**src/design/nit_pkg.sv**
```systemverilog
// Shared types, constants and register codes for the typematic navigation block.
`default_nettype none
package nit_pkg;

	// Width of the time base and of the repeat deadlines
	localparam int TIME_BITS = 32;

	// Field widths
	localparam int NOW_W   = 32;
	localparam int STICK_W = 11;
	localparam int PAD_W   = 8;
	localparam int THR_W   = 10;
	localparam int MS_W    = 16;
	localparam int CFG_IDX_W  = 2;
	localparam int CFG_DATA_W = 16;

	// Register indexes on the configuration port
	localparam logic [CFG_IDX_W-1:0] REG_STICK_THRESHOLD = 2'd0;
	localparam logic [CFG_IDX_W-1:0] REG_REPEAT_DELAY    = 2'd1;
	localparam logic [CFG_IDX_W-1:0] REG_REPEAT_RATE     = 2'd2;

	// Register reset values
	localparam logic [THR_W-1:0] THRESHOLD_RST = 10'd256;
	localparam logic [MS_W-1:0]  DELAY_RST     = 16'd350;
	localparam logic [MS_W-1:0]  RATE_RST      = 16'd110;

	typedef logic [TIME_BITS-1:0] time_t;

	// One bit per direction; bit 0 is up
	typedef struct packed {
		logic right;
		logic left;
		logic down;
		logic up;
	} dir_t;

	typedef enum logic [2:0] {
		ACT_NONE  = 3'd0,
		ACT_UP    = 3'd1,
		ACT_DOWN  = 3'd2,
		ACT_ENTER = 3'd3,
		ACT_BACK  = 3'd4,
		ACT_LEFT  = 3'd5,
		ACT_RIGHT = 3'd6
	} action_t;

endpackage
`default_nettype wire

```
**src/design/nav_input_typematic_repeat.sv**
```systemverilog
// Top level: input register, poll logic with repeat timers, action register.
//
//  channel | signals                                         | transfer when
//  --------+-------------------------------------------------+--------------------------
//  input   | now_ms stick_x stick_y pad_held pad_pressed ... | in_valid & in_ready
//  result  | action                                          | out_valid & out_ready
//  config  | cfg_index cfg_wdata                             | cfg_wr_en
//
// One poll per cycle unless stalled; stages: input register, action register.
// The poll logic and both axis deadlines update in the cycle the registered poll moves on.
// A stalled action register holds the poll in the input register; in_ready drops only
// when both stages are full.
// Reset clears the stick history, both deadlines and the registers to their defaults.
`default_nettype none
module nav_input_typematic_repeat (
	input  wire                                  clk,
	input  wire                                  arst_n,
	input  wire                                  in_valid,
	output logic                                 in_ready,
	input  wire         [nit_pkg::NOW_W-1:0]      now_ms,
	input  wire  signed [nit_pkg::STICK_W-1:0]    stick_x,
	input  wire  signed [nit_pkg::STICK_W-1:0]    stick_y,
	input  wire         [nit_pkg::PAD_W-1:0]      pad_held,
	input  wire         [nit_pkg::PAD_W-1:0]      pad_pressed,
	input  wire                                  enter_pressed,
	input  wire                                  back_pressed,
	output logic                                 out_valid,
	input  wire                                  out_ready,
	output logic        [2:0]                    action,
	input  wire                                  cfg_wr_en,
	input  wire         [nit_pkg::CFG_IDX_W-1:0]  cfg_index,
	input  wire         [nit_pkg::CFG_DATA_W-1:0] cfg_wdata
);

	// Configuration registers
	logic [nit_pkg::THR_W-1:0] threshold_q;
	logic [nit_pkg::MS_W-1:0]  delay_q, rate_q;

	// Input stage
	logic                              valid_s1;
	logic        [nit_pkg::NOW_W-1:0]   now_s1;
	logic signed [nit_pkg::STICK_W-1:0] stick_x_s1, stick_y_s1;
	logic        [nit_pkg::PAD_W-1:0]   held_s1, pressed_s1;
	logic                              enter_s1, back_s1;

	// Result stage
	logic             out_valid_q;
	nit_pkg::action_t action_q, action_d;

	logic            advance;
	nit_pkg::time_t  now_t;
	nit_pkg::dir_t   over, rise, held, press;
	logic [1:0]      vert_fire, horz_fire;

	assign advance   = !out_valid_q || out_ready;
	assign in_ready  = !valid_s1 || advance;
	assign out_valid = out_valid_q;
	assign action    = action_q;
	assign now_t     = nit_pkg::TIME_BITS'(now_ms_ext(now_s1));

	function automatic logic [nit_pkg::NOW_W-1:0] now_ms_ext(
		input logic [nit_pkg::NOW_W-1:0] v);
		now_ms_ext = v;
	endfunction

	// Configuration write decode
	always_ff @(posedge clk or negedge arst_n) begin
		if (!arst_n) begin
			threshold_q <= nit_pkg::THRESHOLD_RST;
			delay_q     <= nit_pkg::DELAY_RST;
			rate_q      <= nit_pkg::RATE_RST;
		end else if (cfg_wr_en) begin
			unique case (cfg_index)
				nit_pkg::REG_STICK_THRESHOLD: threshold_q <= cfg_wdata[nit_pkg::THR_W-1:0];
				nit_pkg::REG_REPEAT_DELAY:    delay_q     <= cfg_wdata;
				nit_pkg::REG_REPEAT_RATE:     rate_q      <= cfg_wdata;
				default: ;
			endcase
		end
	end

	// Input register
	always_ff @(posedge clk or negedge arst_n) begin
		if (!arst_n) begin
			valid_s1 <= 1'b0;
		end else if (in_ready) begin
			valid_s1 <= in_valid;
		end
	end

	always_ff @(posedge clk) begin
		if (in_valid && in_ready) begin
			now_s1     <= now_ms;
			stick_x_s1 <= stick_x;
			stick_y_s1 <= stick_y;
			held_s1    <= pad_held;
			pressed_s1 <= pad_pressed;
			enter_s1   <= enter_pressed;
			back_s1    <= back_pressed;
		end
	end

	nit_stick u_stick (
		.clk       (clk),
		.arst_n    (arst_n),
		.en        (valid_s1 && advance),
		.stick_x   (stick_x_s1),
		.stick_y   (stick_y_s1),
		.threshold (threshold_q),
		.over      (over),
		.rise      (rise)
	);

	// Merge both pads with the stick
	always_comb begin
		held  = nit_pkg::dir_t'(held_s1[3:0] | held_s1[7:4]) | over;
		press = nit_pkg::dir_t'(pressed_s1[3:0] | pressed_s1[7:4]) | rise;
	end

	nit_axis u_vert (
		.clk    (clk),
		.arst_n (arst_n),
		.en     (valid_s1 && advance),
		.press  ({press.down, press.up}),
		.held   ({held.down, held.up}),
		.now    (now_t),
		.delay  (delay_q),
		.rate   (rate_q),
		.fire   (vert_fire)
	);

	nit_axis u_horz (
		.clk    (clk),
		.arst_n (arst_n),
		.en     (valid_s1 && advance),
		.press  ({press.right, press.left}),
		.held   ({held.right, held.left}),
		.now    (now_t),
		.delay  (delay_q),
		.rate   (rate_q),
		.fire   (horz_fire)
	);

	// Priority pick: up, down, enter, back, left, right
	always_comb begin
		if (vert_fire[0]) begin
			action_d = nit_pkg::ACT_UP;
		end else if (vert_fire[1]) begin
			action_d = nit_pkg::ACT_DOWN;
		end else if (enter_s1) begin
			action_d = nit_pkg::ACT_ENTER;
		end else if (back_s1) begin
			action_d = nit_pkg::ACT_BACK;
		end else if (horz_fire[0]) begin
			action_d = nit_pkg::ACT_LEFT;
		end else if (horz_fire[1]) begin
			action_d = nit_pkg::ACT_RIGHT;
		end else begin
			action_d = nit_pkg::ACT_NONE;
		end
	end

	// Action register
	always_ff @(posedge clk or negedge arst_n) begin
		if (!arst_n) begin
			out_valid_q <= 1'b0;
		end else if (advance) begin
			out_valid_q <= valid_s1;
		end
	end

	always_ff @(posedge clk) begin
		if (valid_s1 && advance) begin
			action_q <= action_d;
		end
	end

endmodule
`default_nettype wire

```
**src/design/nit_stick.sv**
```systemverilog
// Stick threshold compare and press edge detect against the previous poll.
`default_nettype none
module nit_stick (
	input  wire                              clk,
	input  wire                              arst_n,
	input  wire                              en,
	input  wire signed [nit_pkg::STICK_W-1:0] stick_x,
	input  wire signed [nit_pkg::STICK_W-1:0] stick_y,
	input  wire        [nit_pkg::THR_W-1:0]   threshold,
	output nit_pkg::dir_t                    over,
	output nit_pkg::dir_t                    rise
);

	localparam int CMP_W = nit_pkg::STICK_W + 1;

	logic signed [CMP_W-1:0] sx, sy, thr_pos, thr_neg;
	nit_pkg::dir_t           prev_over_q;

	// Compare in a width that holds both the stick and the negated threshold
	always_comb begin
		sx      = CMP_W'(stick_x);
		sy      = CMP_W'(stick_y);
		thr_pos = signed'(CMP_W'(threshold));
		thr_neg = -thr_pos;
		over.up    = sy > thr_pos;
		over.down  = sy < thr_neg;
		over.left  = sx < thr_neg;
		over.right = sx > thr_pos;
		rise = over & ~prev_over_q;
	end

	// Previous poll's over-threshold bits
	always_ff @(posedge clk or negedge arst_n) begin
		if (!arst_n) begin
			prev_over_q <= '0;
		end else if (en) begin
			prev_over_q <= over;
		end
	end

endmodule
`default_nettype wire

```
**src/design/nit_axis.sv**
```systemverilog
// Repeat deadline for one axis: arms on a press, fires again while held.
`default_nettype none
module nit_axis (
	input  wire                        clk,
	input  wire                        arst_n,
	input  wire                        en,
	input  wire  [1:0]                 press,
	input  wire  [1:0]                 held,
	input  wire  nit_pkg::time_t       now,
	input  wire  [nit_pkg::MS_W-1:0]   delay,
	input  wire  [nit_pkg::MS_W-1:0]   rate,
	output logic [1:0]                 fire
);

	nit_pkg::time_t deadline_q, diff;
	logic           reached, rearm;

	// Signed wrap compare: reached when now - deadline has its top bit clear
	always_comb begin
		diff    = now - deadline_q;
		reached = !diff[nit_pkg::TIME_BITS-1];
		rearm   = (|held) && reached;
		if (|press) begin
			fire = press;
		end else if (rearm) begin
			fire = held;
		end else begin
			fire = 2'b00;
		end
	end

	always_ff @(posedge clk or negedge arst_n) begin
		if (!arst_n) begin
			deadline_q <= '0;
		end else if (en) begin
			if (|press) begin
				deadline_q <= now + nit_pkg::TIME_BITS'(delay);
			end else if (rearm) begin
				deadline_q <= now + nit_pkg::TIME_BITS'(rate);
			end
		end
	end

endmodule
`default_nettype wire

```
**config.mk**
```make
export PLATFORM = sky130hd
export DESIGN_NAME = nav_input_typematic_repeat
export DESIGN_NICKNAME = d
export VERILOG_FILES = /design/src/design/nit_pkg.sv /design/src/design/nav_input_typematic_repeat.sv /design/src/design/nit_stick.sv /design/src/design/nit_axis.sv
export SDC_FILE = /design/constraint.sdc
export NUM_CORES = 1
export LEC_CHECK = 0
export ABC_AREA = 1
export BUFFER_PORTS_ARGS = -buffer_cell sky130_fd_sc_hd__buf_2
export CAP_MARGIN = 20
export CELL_PAD_IN_SITES_DETAIL_PLACEMENT = 1
export CELL_PAD_IN_SITES_GLOBAL_PLACEMENT = 1
export CORE_MARGIN = 3
export CORE_UTILIZATION = 45
export CTS_CLUSTER_DIAMETER = 200
export DETAILED_ROUTE_END_ITERATION = 6
export HOLD_SLACK_MARGIN = 0.12
export MAX_ROUTING_LAYER = met4
export PLACE_DENSITY = 0.85
export SYNTH_ARGS = -nofsm -noshare
export SYNTH_HDL_FRONTEND = slang
export SYNTH_HIERARCHICAL = 1
export SYNTH_SLANG_ARGS = --single-unit
```
**constraint.sdc**
```tcl
create_clock -name clk -period 5.6 [get_ports clk]
set_input_delay 0.56 -clock clk [delete_from_list [all_inputs] [get_ports clk]]
set_output_delay 0.56 -clock clk [all_outputs]
set_load 0.02 [all_outputs]
```
==> results.py, run 1 <==
metrics = {
    "timing": {
        "fin_crit_sh_pct": 91.07,
        "period_needed_ns": 5.100,
        "worst_pin_slew_ns": 0.7014,
        "timing.fmax_mhz": 196.1,
        "maxSlewHeadroom_pct": 53.19,
        "finalHoldViolations": 0,
        "fin_skew_ns": 0.01462,
        "finalSetupViolCount": 0,
        "finalWorstSetupSlack_ns": 0.5000,
        "drv_slew": 0,
    },
    "global_routing": {
        "antenna_found_initial": 0,
        "track_usage_pct": 26.39,
        "grt_first_pass_wirelength_um": 67230,
        "grt_overflow_total": 0,
        "grt_max_degree": 75,
        "grt_pass1_vias": 12870,
    },
    "placement": {
        "port-buffer-count": 99,
        "place_worst_setup_slack_ns": 0.4332,
        "hpwlAfterDp_um": 30880,
        "place_area_um2": 14420,
        "gp_congestion": 0.9440,
    },
    "logic_synthesis": {
        "synthTopCellsByArea": "dfrtp_1, edfxtp_1, nand2_1",
        "syn-num-nets": 1957,
        "syn_avg_cell_area_um2": 7.883,
        "synth_edf_count": 75,
        "ys_types": 45,
        "ys.flop_type": "dfrtp_1",
        "synth_adder_area_share_pct": 12.12,
        "async_reset_ff_share_pct": 59.89,
        "synthesis.area_um2": 13650,
        "synthCells": 1731,
        "yosys.area_share.simple_pct": 30.28,
        "synth_compound_area_share_pct": 6.318,
        "synth.area.mux_share_pct": 2.476,
        "synth_top_family_by_area": "simple AND/OR/NAND/NOR gates",
        "synth_seq_cells": 187,
        "yosysTopAreaCell": "dfrtp_1",
        "synth_seq_area_share_pct": 37.15,
        "yosys_warnings": 6,
        "synth.top_cell.area_share_pct": 18.34,
        "synth-xor-area-share_pct": 2.439,
    },
    "routing": {
        "via_count": 11980,
        "drc_errors": 0,
        "first_iter_violations": 757,
        "postRouteAntennaNets": 0,
        "vias_per_cell": 5.371,
        "wl_per_cell_um": 18.57,
        "drt-pass1-iter-count": 5,
        "wl_um": 41400,
    },
    "power": {
        "finalPower_uw": 5190,
        "power.share.sequential_pct": 38.4,
        "p_sw_share_pct": 40.86,
        "pwr-share-comb_pct": 38.3,
        "leakagePower_uw": 0.007888,
        "peakVddDrop_uv": 247.4,
        "internal-power_uw": 3069,
        "powerDensity_nw_per_um2": 344.6,
        "pwr-share-clk_pct": 23.4,
        "p_switching_uw": 2120,
    },
    "worst_hold_path": {
        "hold_start": "now_ms[13]",
        "hold_depth": 1,
        "hold_end": "now_s1[13]$_DFFE_PP_",
        "hold_path_class": "input port to register",
    },
    "worst_setup_path": {
        "r2r-start": "threshold_q[0]$_DFFE_PN0P_",
        "crit_path_frequent_cell": "nand2_1",
        "cp-start-kind": "register",
        "slowest_stage": "dfrtp_1",
        "critical_path.max_fanout": 18,
        "worstSetupStartpoint": "threshold_q[0]$_DFFE_PN0P_",
        "critPathKind": "register to register",
        "endpoint_kind": "register",
        "critical_path_required_ns": 6.00,
        "rrSetupSlack_ns": 0.50,
        "r2r_cells": 33,
        "r2r_end": "u_horz/deadline_q[21]$_DFFE_PN0P_",
        "cp_slowest_stage_delay_ns": 0.42,
        "crit_arrival_ns": 5.50,
    },
    "layout": {
        "nFillCells": 3766,
        "utilization_pct": 50.54,
        "antenna_cells": 0,
        "layout.nets": 2053,
        "design_area_um2": 15060,
        "area_growth_pct": 10.36,
        "drive_gt1_share_pct": 18.97,
    },
    "floorplanning": {
        "die_area_um2": 32450,
        "io_pins": 100,
        "die-height_um": 180.1,
        "die_width_um": 180.1,
        "start_util_pct": 45.80,
        "core.rowCount": 63,
        "core_area_um2": 29800,
    },
    "cts": {
        "post_cts_buffers": 0,
        "cts.sinks": 187,
        "clock_latency_ns": 0.46,
        "cts_tree": "done",
        "cts_buffer_depth": 2,
        "root_buffer": "clkbuf_16",
        "htreeDepth": 4,
        "path_clk_slew_ns": 0.08,
        "cts_inserted_buffers": 17,
    },
    "flow_run": {
        "drv_cap": 0,
    },
    "status": {
        "status": "completed",
    },
}
[Yosys cell counts (all sizes together) (14+ instances only)]
library cell  count
a21o             14
a21oi            70
buf              29
dfrtp           100
edfxtp           75
ha              129
inv             263
mux2             30
nand2           573
nand3           153
nand4            21
nor2            109
nor3             21
o21ai            65
xor2             32
[how the worst max path moves through the flow]
stage	endpoint	slack, ns	cells after the start
floorplan	u_vert/deadline_q[22]$_DFFE_PN0P_	0.98	37
global placement	u_horz/deadline_q[22]$_DFFE_PN0P_	0.66	37
detailed placement	u_horz/deadline_q[22]$_DFFE_PN0P_	0.43	37
CTS	u_vert/deadline_q[18]$_DFFE_PN0P_	0.37	35
global route	u_horz/deadline_q[22]$_DFFE_PN0P_	-0.03	37
finish	u_horz/deadline_q[21]$_DFFE_PN0P_	0.50	33
[what timing repair did]
action | in CTS | in global routing
hold buffers | 1 | 0
gates resized for setup | 0 | 8
endpoints found under the hold margin | 34 | 0
endpoints found under the setup margin | 0 | 39
[cells in the final DEF, fill, tap and decap left out, types with 34 or more instances in the layout]
cell type,n
nand2_1,439
inv_1,260
nand3_1,148
nand2_2,130
ha_1,129
nor2_1,101
dfrtp_1,100
buf_2,98
edfxtp_1,75
a21oi_1,67
o21ai_1,34
[power by group through the flow]
stage	logic [uW]	clock network, uW	registers (uW)
after floorplan	1470	0	1920
after global placement	1830	0	2000
after detailed placement	1940	0	2010
after CTS	1970	1230	1990
after global routing	2260	1300	2030
final	1990	1210	1990
[area by class of cell]
| class | instances | area, um2 | share of cell area [%] |
|---|---|---|---|
| tap | 390 | 488.0 | 3.240 |
| multi-input combinational | 1251 | 7351 | 48.81 |
| inverter | 263 | 988.4 | 6.564 |
| clock buffer | 18 | 439.2 | 2.916 |
| sequential | 187 | 5070 | 33.67 |
| clock inverter | 14 | 131.4 | 0.8724 |
| timing repair buffer | 107 | 591.8 | 3.930 |
[flip-flops by register name, summed over array words and instances (netlist names)]
signal,count
now_s1,32
u_horz/deadline_q,32
u_vert/deadline_q,32
delay_q,16
rate_q,16
stick_x_s1,11
stick_y_s1,11
threshold_q,10
held_s1,8
pressed_s1,8
u_stick/prev_over_q,4
action,3
back_s1,1
enter_s1,1
out_valid,1
valid_s1,1
[stage by stage]
step / hold WS, ns / instances / TNS [ns]
3_5_place_dp: 0.4715 / 2196 / 0
3_3_place_gp: 0.4601 / 2196 / 0
5_1_grt: 0.2483 / 2230 / -0.02962
2_1_floorplan: 0.2644 / 1731 / 0
6_report: 0.2697 / 2230 / 0
4_1_cts: 0.2490 / 2229 / 0
[cells by family after synthesis]
logic type / count (synthesis)
AND/OR/NAND/NOR: 896
buffers and inverters: 293
flip-flops: 187
AO/OA/AOI/OAI: 156
adder cells (fa/ha/maj): 131
XOR/XNOR: 38
multiplexers: 30
[worst max-delay path: cells and delay by family (launching register included)]
family,cells,cell delay [ns]
DFF,1,0.42
and+or+nand+nor,19,1.92
adders and majority gates,3,0.83
buffers and inverters,6,0.57
AOI/OAI and AO/OA,4,0.90
muxes,1,0.38
[metal layers]
metal / track usage [%] / share of wire (%) / wire length, um
met1: 34.75 / 45 / 18800
met2: 43.69 / 48 / 19980
met3: 3.270 / 4.6 / 1925
met4: 6.540 / 1.7 / 694
met5: - / 0 / 0
(Power assumes the default switching activity.)
==> inputs of run 2 (changes only) <==
--- a/config.mk
+++ b/config.mk
@@ -8,15 +8,14 @@
 export ABC_AREA = 1
 export BUFFER_PORTS_ARGS = -buffer_cell sky130_fd_sc_hd__buf_2
 export CAP_MARGIN = 20
-export CELL_PAD_IN_SITES_DETAIL_PLACEMENT = 1
-export CELL_PAD_IN_SITES_GLOBAL_PLACEMENT = 1
 export CORE_MARGIN = 3
 export CORE_UTILIZATION = 45
 export CTS_CLUSTER_DIAMETER = 200
 export DETAILED_ROUTE_END_ITERATION = 6
 export HOLD_SLACK_MARGIN = 0.12
 export MAX_ROUTING_LAYER = met4
-export PLACE_DENSITY = 0.85
+export PLACE_DENSITY = 0.67
+export SETUP_SLACK_MARGIN = 0.15
 export SYNTH_ARGS = -nofsm -noshare
 export SYNTH_HDL_FRONTEND = slang
 export SYNTH_HIERARCHICAL = 1
==> constraint.sdc (replaced) <==
create_clock -name clk -period 5.6 [get_ports clk]
set_input_delay 1.12 -clock clk [delete_from_list [all_inputs] [get_ports clk]]
set_output_delay 1.12 -clock clk [all_outputs]
set_load 0.02 [all_outputs]
==> run 2 against run 1 <==
Cell count increased by 0.27%. Critical endpoint is now u_vert/deadline_q[28]$_DFFE_PN0P_. Critical path depth unchanged. Wire length decreased by 6.8%. Die area unchanged. Non-clock buffer count increased by 6. Design area increased by 0.16%. Via count decreased by 2.4%. Largest cell class unchanged. Register-to-register slack got worse by 0.06 ns.
==> results.py, run 2 (synthesized netlist as in run 1, its figures left out) <==
metrics = {
    "worst_setup_path": {
        "cp-start-kind": "register",
        "r2r_end": "u_vert/deadline_q[28]$_DFFE_PN0P_",
        "crit_arrival_ns": 5.55,
        "path_buf_inv": 6,
        "critical_path_required_ns": 5.99,
        "crit_path_frequent_cell": "nand2_1",
        "r2r_cells": 33,
        "endpoint_kind": "register",
        "cp_slowest_stage_delay_ns": 0.42,
        "slowest_stage": "dfrtp_1",
        "critical_path.max_fanout": 18,
        "critPathKind": "register to register",
        "cp_top_family": "simple AND/OR/NAND/NOR gates",
        "r2r-start": "threshold_q[0]$_DFFE_PN0P_",
        "rrSetupSlack_ns": 0.44,
        "crit_cells": 33,
    },
    "timing": {
        "grt_setup_unrepaired": "false",
        "worst_pin_slew_ns": 1.017,
        "finalSetupViolCount": 0,
        "period_needed_ns": 5.161,
        "setup_tns_ns": 0,
        "fin_crit_sh_pct": 92.16,
        "finalHoldViolations": 0,
        "fin_skew_ns": 0.01391,
        "timing.fmax_mhz": 193.8,
        "drv_slew": 0,
        "maxSlewHeadroom_pct": 32.19,
    },
    "global_routing": {
        "track_usage_pct": 24.48,
        "grt_pass1_vias": 11330,
        "use_met3_pct": 3.210,
        "grt_first_pass_wirelength_um": 60930,
        "use_met1_pct": 31.03,
        "busiest_layer": "met2",
        "grt_overflow_total": 0,
        "antenna_found_initial": 0,
        "grt_max_degree": 76,
        "grtUsageMet2_pct": 40.45,
    },
    "routing": {
        "drc_errors": 0,
        "wl_um": 38600,
        "postRouteAntennaNets": 0,
        "wl_per_cell_um": 17.26,
        "via_count": 11690,
        "vias_per_cell": 5.228,
        "first_iter_violations": 868,
        "drt-pass1-iter-count": 5,
    },
    "cts": {
        "postCtsHoldBufs": 0,
        "root_buffer": "clkbuf_16",
        "path_clk_slew_ns": 0.07,
        "cts.sinks": 187,
        "cts_inserted_buffers": 17,
        "htreeDepth": 4,
        "cts_buffer_depth": 2,
        "clock_latency_ns": 0.46,
        "cts_tree": "done",
    },
    "layout": {
        "drive_gt1_share_pct": 19.66,
        "antenna_cells": 0,
        "area_growth_pct": 10.54,
        "layout.nets": 2059,
        "reg_top3": "now_s1: 32 flops, u_horz/deadline_q: 32 flops, u_vert/deadline_q: 32 flops",
        "final_common_cell": "nand2_1",
        "mostFrequentLayoutCells": "nand2_1, inv_1, nand3_1",
        "stdcell_count": 2236,
    },
    "floorplanning": {
        "start_util_pct": 45.80,
        "core_area_um2": 29800,
        "die_area_um2": 32450,
        "io_pins": 100,
        "die-height_um": 180.1,
        "die_width_um": 180.1,
        "core.rowCount": 63,
    },
    "power": {
        "peakVddDrop_uv": 256.3,
        "pwr-share-comb_pct": 38.5,
        "leakagePower_uw": 0.007925,
        "powerDensity_nw_per_um2": 340.0,
        "internal-power_uw": 3071,
        "p_sw_share_pct": 40.11,
        "p_switching_uw": 2057,
        "power.share.sequential_pct": 38.4,
        "pwr-share-clk_pct": 23.1,
    },
    "worst_hold_path": {
        "hold_end": "u_horz/deadline_q[24]$_DFFE_PN0P_",
        "hold_start": "u_horz/deadline_q[24]$_DFFE_PN0P_",
        "hold_path_class": "register to register",
        "hold_depth": 2,
    },
    "placement": {
        "dp.cells": 2200,
        "port-buffer-count": 99,
        "gp_congestion": 1.011,
        "hpwlAfterDp_um": 29550,
    },
    "status": {
        "status": "completed",
    },
    "flow_run": {
        "drv_cap": 0,
    },
}
[run 2: routing by layer]
metal / part of all wire [%] / vias up
li1: - / 5789
met1: 44 / 5496
met2: 48 / 352
met3: 4.8 / 53
met4: 2.8 / 0
met5: 0 / -
[run 2: worst register-to-register path, delay by kind of cell (launching register included)]
family	cells	cell delay, ns
AOI/OAI and AO/OA	1	0.14
adders and majority gates	3	0.79
buffers and inverters	6	0.52
DFF	1	0.42
muxes	1	0.38
and+or+nand+nor	22	2.84
[run 2: how the worst max path moves through the flow]
| stage | from | endpoint | slack (ns) |
|---|---|---|---|
| finish | threshold_q[0]$_DFFE_PN0P_ | u_vert/deadline_q[28]$_DFFE_PN0P_ | 0.44 |
| global route | threshold_q[0]$_DFFE_PN0P_ | u_vert/deadline_q[28]$_DFFE_PN0P_ | 0.12 |
| CTS | threshold_q[0]$_DFFE_PN0P_ | u_horz/deadline_q[25]$_DFFE_PN0P_ | 0.24 |
| detailed placement | threshold_q[0]$_DFFE_PN0P_ | u_horz/deadline_q[25]$_DFFE_PN0P_ | 0.27 |
| global placement | threshold_q[0]$_DFFE_PN0P_ | u_horz/deadline_q[25]$_DFFE_PN0P_ | 0.30 |
| floorplan | threshold_q[0]$_DFFE_PN0P_ | u_vert/deadline_q[22]$_DFFE_PN0P_ | 0.98 |
[run 2: what timing repair did]
item	4_1_cts	5_1_grt
setup endpoints to repair	0	47
buffers inserted	0	4
gates resized for setup	0	14
[run 2: layout make-up]
class,instances,area (um2)
tap,390,488.0
inverter,263,988.4
clock buffer,18,450.4
fill,2979,14710
sequential,187,5070
clock inverter,14,105.1
timing repair buffer,113,610.6
multi-input combinational,1251,7371
[run 2: power groups by stage]
stage	Clock [uW]	Sequential, uW	Combinational, uW
detailed placement	0	1990	1940
CTS	1210	1970	1960
global route	1270	2000	2250
floorplan	0	1920	1470
global placement	0	1990	1890
finish	1180	1970	1980
[run 2: through the flow]
stage                     worst slack (ns)  utilization, %  cell area [um2]  hold slack (ns)  power [uW]
after floorplan                     0.9821               -            13650           0.4419        3391
after global placement              0.3017           48.49            14450           0.4582        3880
after detailed placement            0.2741           48.49            14450           0.4652        3931
after CTS                           0.2386           50.36            15000           0.4817        5135
after global routing                0.1241           50.62            15080           0.5017        5520
final                               0.4393           50.62            15080           0.4798        5128
==> inputs of run 3 (changes only) <==
--- a/config.mk
+++ b/config.mk
@@ -9,12 +9,13 @@
 export BUFFER_PORTS_ARGS = -buffer_cell sky130_fd_sc_hd__buf_2
 export CAP_MARGIN = 20
 export CORE_MARGIN = 3
-export CORE_UTILIZATION = 45
+export CORE_UTILIZATION = 56
 export CTS_CLUSTER_DIAMETER = 200
 export DETAILED_ROUTE_END_ITERATION = 6
 export HOLD_SLACK_MARGIN = 0.12
 export MAX_ROUTING_LAYER = met4
-export PLACE_DENSITY = 0.67
+export PLACE_DENSITY = 0.83
+export RECOVER_POWER = 50
 export SETUP_SLACK_MARGIN = 0.15
 export SYNTH_ARGS = -nofsm -noshare
 export SYNTH_HDL_FRONTEND = slang
==> constraint.sdc (replaced) <==
create_clock -name clk -period 4.3 [get_ports clk]
set_input_delay 0.86 -clock clk [delete_from_list [all_inputs] [get_ports clk]]
set_output_delay 0.86 -clock clk [all_outputs]
set_load 0.02 [all_outputs]
==> run 3 against run 2 <==
Worst hold slack better by 0.0048 ns. Critical endpoint is now u_horz/deadline_q[30]$_DFFE_PN0P_. Clock power rose by 44%. The flow now finishes with violations (capacitance limit, slew limit, setup timing). Cell count is 5.7% higher. Count of clock-buffer cells in the layout down 1. Worst setup slack got worse by 1.2 ns. Critical path type unchanged. Combinational power is 110% higher.
==> results.py, run 3 (synthesized netlist as in run 1, its figures left out) <==
metrics = {
    "floorplanning": {
        "start_util_pct": 57.62,
        "die-height_um": 162.1,
        "io_pins": 100,
        "die_width_um": 162.1,
        "die_area_um2": 26280,
        "core_area_um2": 23680,
        "core.rowCount": 56,
    },
    "global_routing": {
        "grt_overflow_total": 0,
        "grt_pass1_vias": 13590,
        "grt_first_pass_wirelength_um": 70790,
        "track_usage_pct": 35.48,
        "grt_max_degree": 70,
        "antenna_found_initial": 1,
    },
    "timing": {
        "drv_slew": 70,
        "period_needed_ns": 5.057,
        "finalWorstSetupSlack_ns": -0.7570,
        "finalSetupViolCount": 63,
        "finalHoldViolations": 0,
        "fin_skew_ns": 0.01531,
        "setup_tns_ns": -33.36,
        "worst_pin_slew_ns": 2.016,
        "timing.fmax_mhz": 197.7,
        "fin_crit_sh_pct": 117.6,
        "maxSlewHeadroom_pct": -34.38,
        "grt_setup_unrepaired": "true",
    },
    "worst_setup_path": {
        "slowest_stage": "dfrtp_1",
        "r2r_cells": 37,
        "crit_arrival_ns": 5.45,
        "crit_cells": 37,
        "cp_slowest_stage_delay_ns": 0.40,
        "cp-start-kind": "register",
        "critical_path_required_ns": 4.69,
        "critical_path.max_fanout": 5,
        "cp_top_family": "simple AND/OR/NAND/NOR gates",
        "path_buf_inv": 9,
        "endpoint_kind": "register",
        "crit_path_frequent_cell": "nand2_2",
        "critPathKind": "register to register",
    },
    "placement": {
        "port-buffer-count": 99,
        "gp_congestion": 0.9731,
        "hpwlAfterDp_um": 29720,
        "dp.cells": 2267,
    },
    "cts": {
        "root_buffer": "clkbuf_16",
        "cts_tree": "done",
        "htreeDepth": 4,
        "postCtsHoldBufs": 0,
        "cts.sinks": 187,
        "path_clk_slew_ns": 0.09,
        "cts_inserted_buffers": 17,
        "cts_buffer_depth": 2,
        "clock_latency_ns": 0.45,
    },
    "power": {
        "p_sw_share_pct": 43.40,
        "leakagePower_uw": 0.009381,
        "p_switching_uw": 3704,
        "power.share.sequential_pct": 30.7,
        "peakVddDrop_uv": 337.4,
        "internal-power_uw": 4830,
        "pwr-share-clk_pct": 19.9,
        "finalPower_uw": 8533,
        "pwr-share-comb_pct": 49.4,
        "powerDensity_nw_per_um2": 455.2,
    },
    "routing": {
        "drt-pass1-iter-count": 6,
        "wl_per_cell_um": 22.65,
        "vias_per_cell": 6.270,
        "via_count": 14820,
        "first_iter_violations": 2199,
        "drc_errors": 0,
        "wl_um": 53530,
        "postRouteAntennaNets": 0,
    },
    "worst_hold_path": {
        "hold_depth": 2,
        "hold_path_class": "register to register",
    },
    "layout": {
        "drive_gt1_share_pct": 41.31,
        "mostFrequentLayoutCells": "nand2_1, inv_1, nand2_2",
        "area_growth_pct": 37.37,
        "reg_top3": "now_s1: 32 flops, u_horz/deadline_q: 32 flops, u_vert/deadline_q: 32 flops",
        "stdcell_count": 2363,
        "layout.nets": 2256,
        "nFillCells": 1360,
        "final_common_cell": "nand2_1",
    },
    "status": {
        "status": "finished, violations left",
        "failed_checks": "capacitance limit, slew limit, setup timing",
    },
    "flow_run": {
        "drv_cap": 1,
    },
}
-- run 3: cell types whose count changed in the layout (fill, tap and decap cells not counted), sizes merged --
cell and change:
nand2 +1, diode +1, clkbuf +5, buf +190, clkinv -2, inv +2, clkinvlp +1
-- run 3: tightest hold or removal path, delay by kind of cell, from the launching register on --
family        cells  cell delay (ns)
flops             1             0.36
simple gates      2             0.11
-- run 3: final timing paths --
kind / startpoint / to / slack, ns
hold / removal: u_horz/deadline_q[24]$_DFFE_PN0P_ / u_horz/deadline_q[24]$_DFFE_PN0P_ / 0.48
min in group asynchronous: arst_n / u_vert/deadline_q[6]$_DFFE_PN0P_ / 0.97
setup / recovery: threshold_q[0]$_DFFE_PN0P_ / u_horz/deadline_q[30]$_DFFE_PN0P_ / -0.76
max in group asynchronous: arst_n / u_vert/deadline_q[31]$_DFFE_PN0P_ / 1.40
setup reg to reg: threshold_q[0]$_DFFE_PN0P_ / u_horz/deadline_q[30]$_DFFE_PN0P_ / -0.76
hold reg to reg: u_horz/deadline_q[24]$_DFFE_PN0P_ / u_horz/deadline_q[24]$_DFFE_PN0P_ / 0.48
-- run 3: stage by stage --
stage | area, um2 | worst slack [ns] | hold WS, ns | utilization, %
2_1_floorplan | 13880 | 0.08840 | 0.4419 | -
3_3_place_gp | 15650 | -0.4931 | 0.4582 | 66.10
3_5_place_dp | 15650 | -0.4913 | 0.4644 | 66.10
4_1_cts | 17680 | -0.2056 | 0.4838 | 74.67
5_1_grt | 18750 | -0.9729 | 0.4983 | 79.15
6_report | 18750 | -0.7570 | 0.4846 | 79.15
-- run 3: cell type report --
cell class / count / area [um2] / area share, %
tap: 319 / 399.1 / 2.129
inverter: 263 / 992.2 / 5.293
antenna: 1 / 2.502 / 0.01335
timing repair buffer: 309 / 2361 / 12.60
clock buffer: 17 / 425.4 / 2.269
multi-input combinational: 1252 / 9293 / 49.57
clock inverter: 15 / 202.7 / 1.081
sequential: 187 / 5070 / 27.05
-- run 3: what timing repair did --
| item | 4_1_cts | 5_1_grt |
|---|---|---|
| setup buffers | 36 | 22 |
| gates cloned | 3 | 2 |
| resized for setup | 237 | 200 |
| endpoints found under the setup margin | 58 | 67 |
| pin swaps | 109 | 138 |
-- run 3: power groups by stage --
stage / clock [uW] / sequential [uW] / combinational [uW]
global placement: 0 / 2570 / 2810
detailed placement: 0 / 2580 / 2950
finish: 1700 / 2620 / 4210
CTS: 1690 / 2560 / 3440
global route: 1780 / 2640 / 4450
floorplan: 0 / 2500 / 1980
-- run 3: per-layer routing --
layer / track usage (%) / wire (um) / part of all wire [%]
met5: - / 0 / 0
met4: 15.47 / 4814 / 9.0
met3: 5.993 / 6043 / 11
met2: 57.80 / 24040 / 45
met1: 43.78 / 18640 / 35
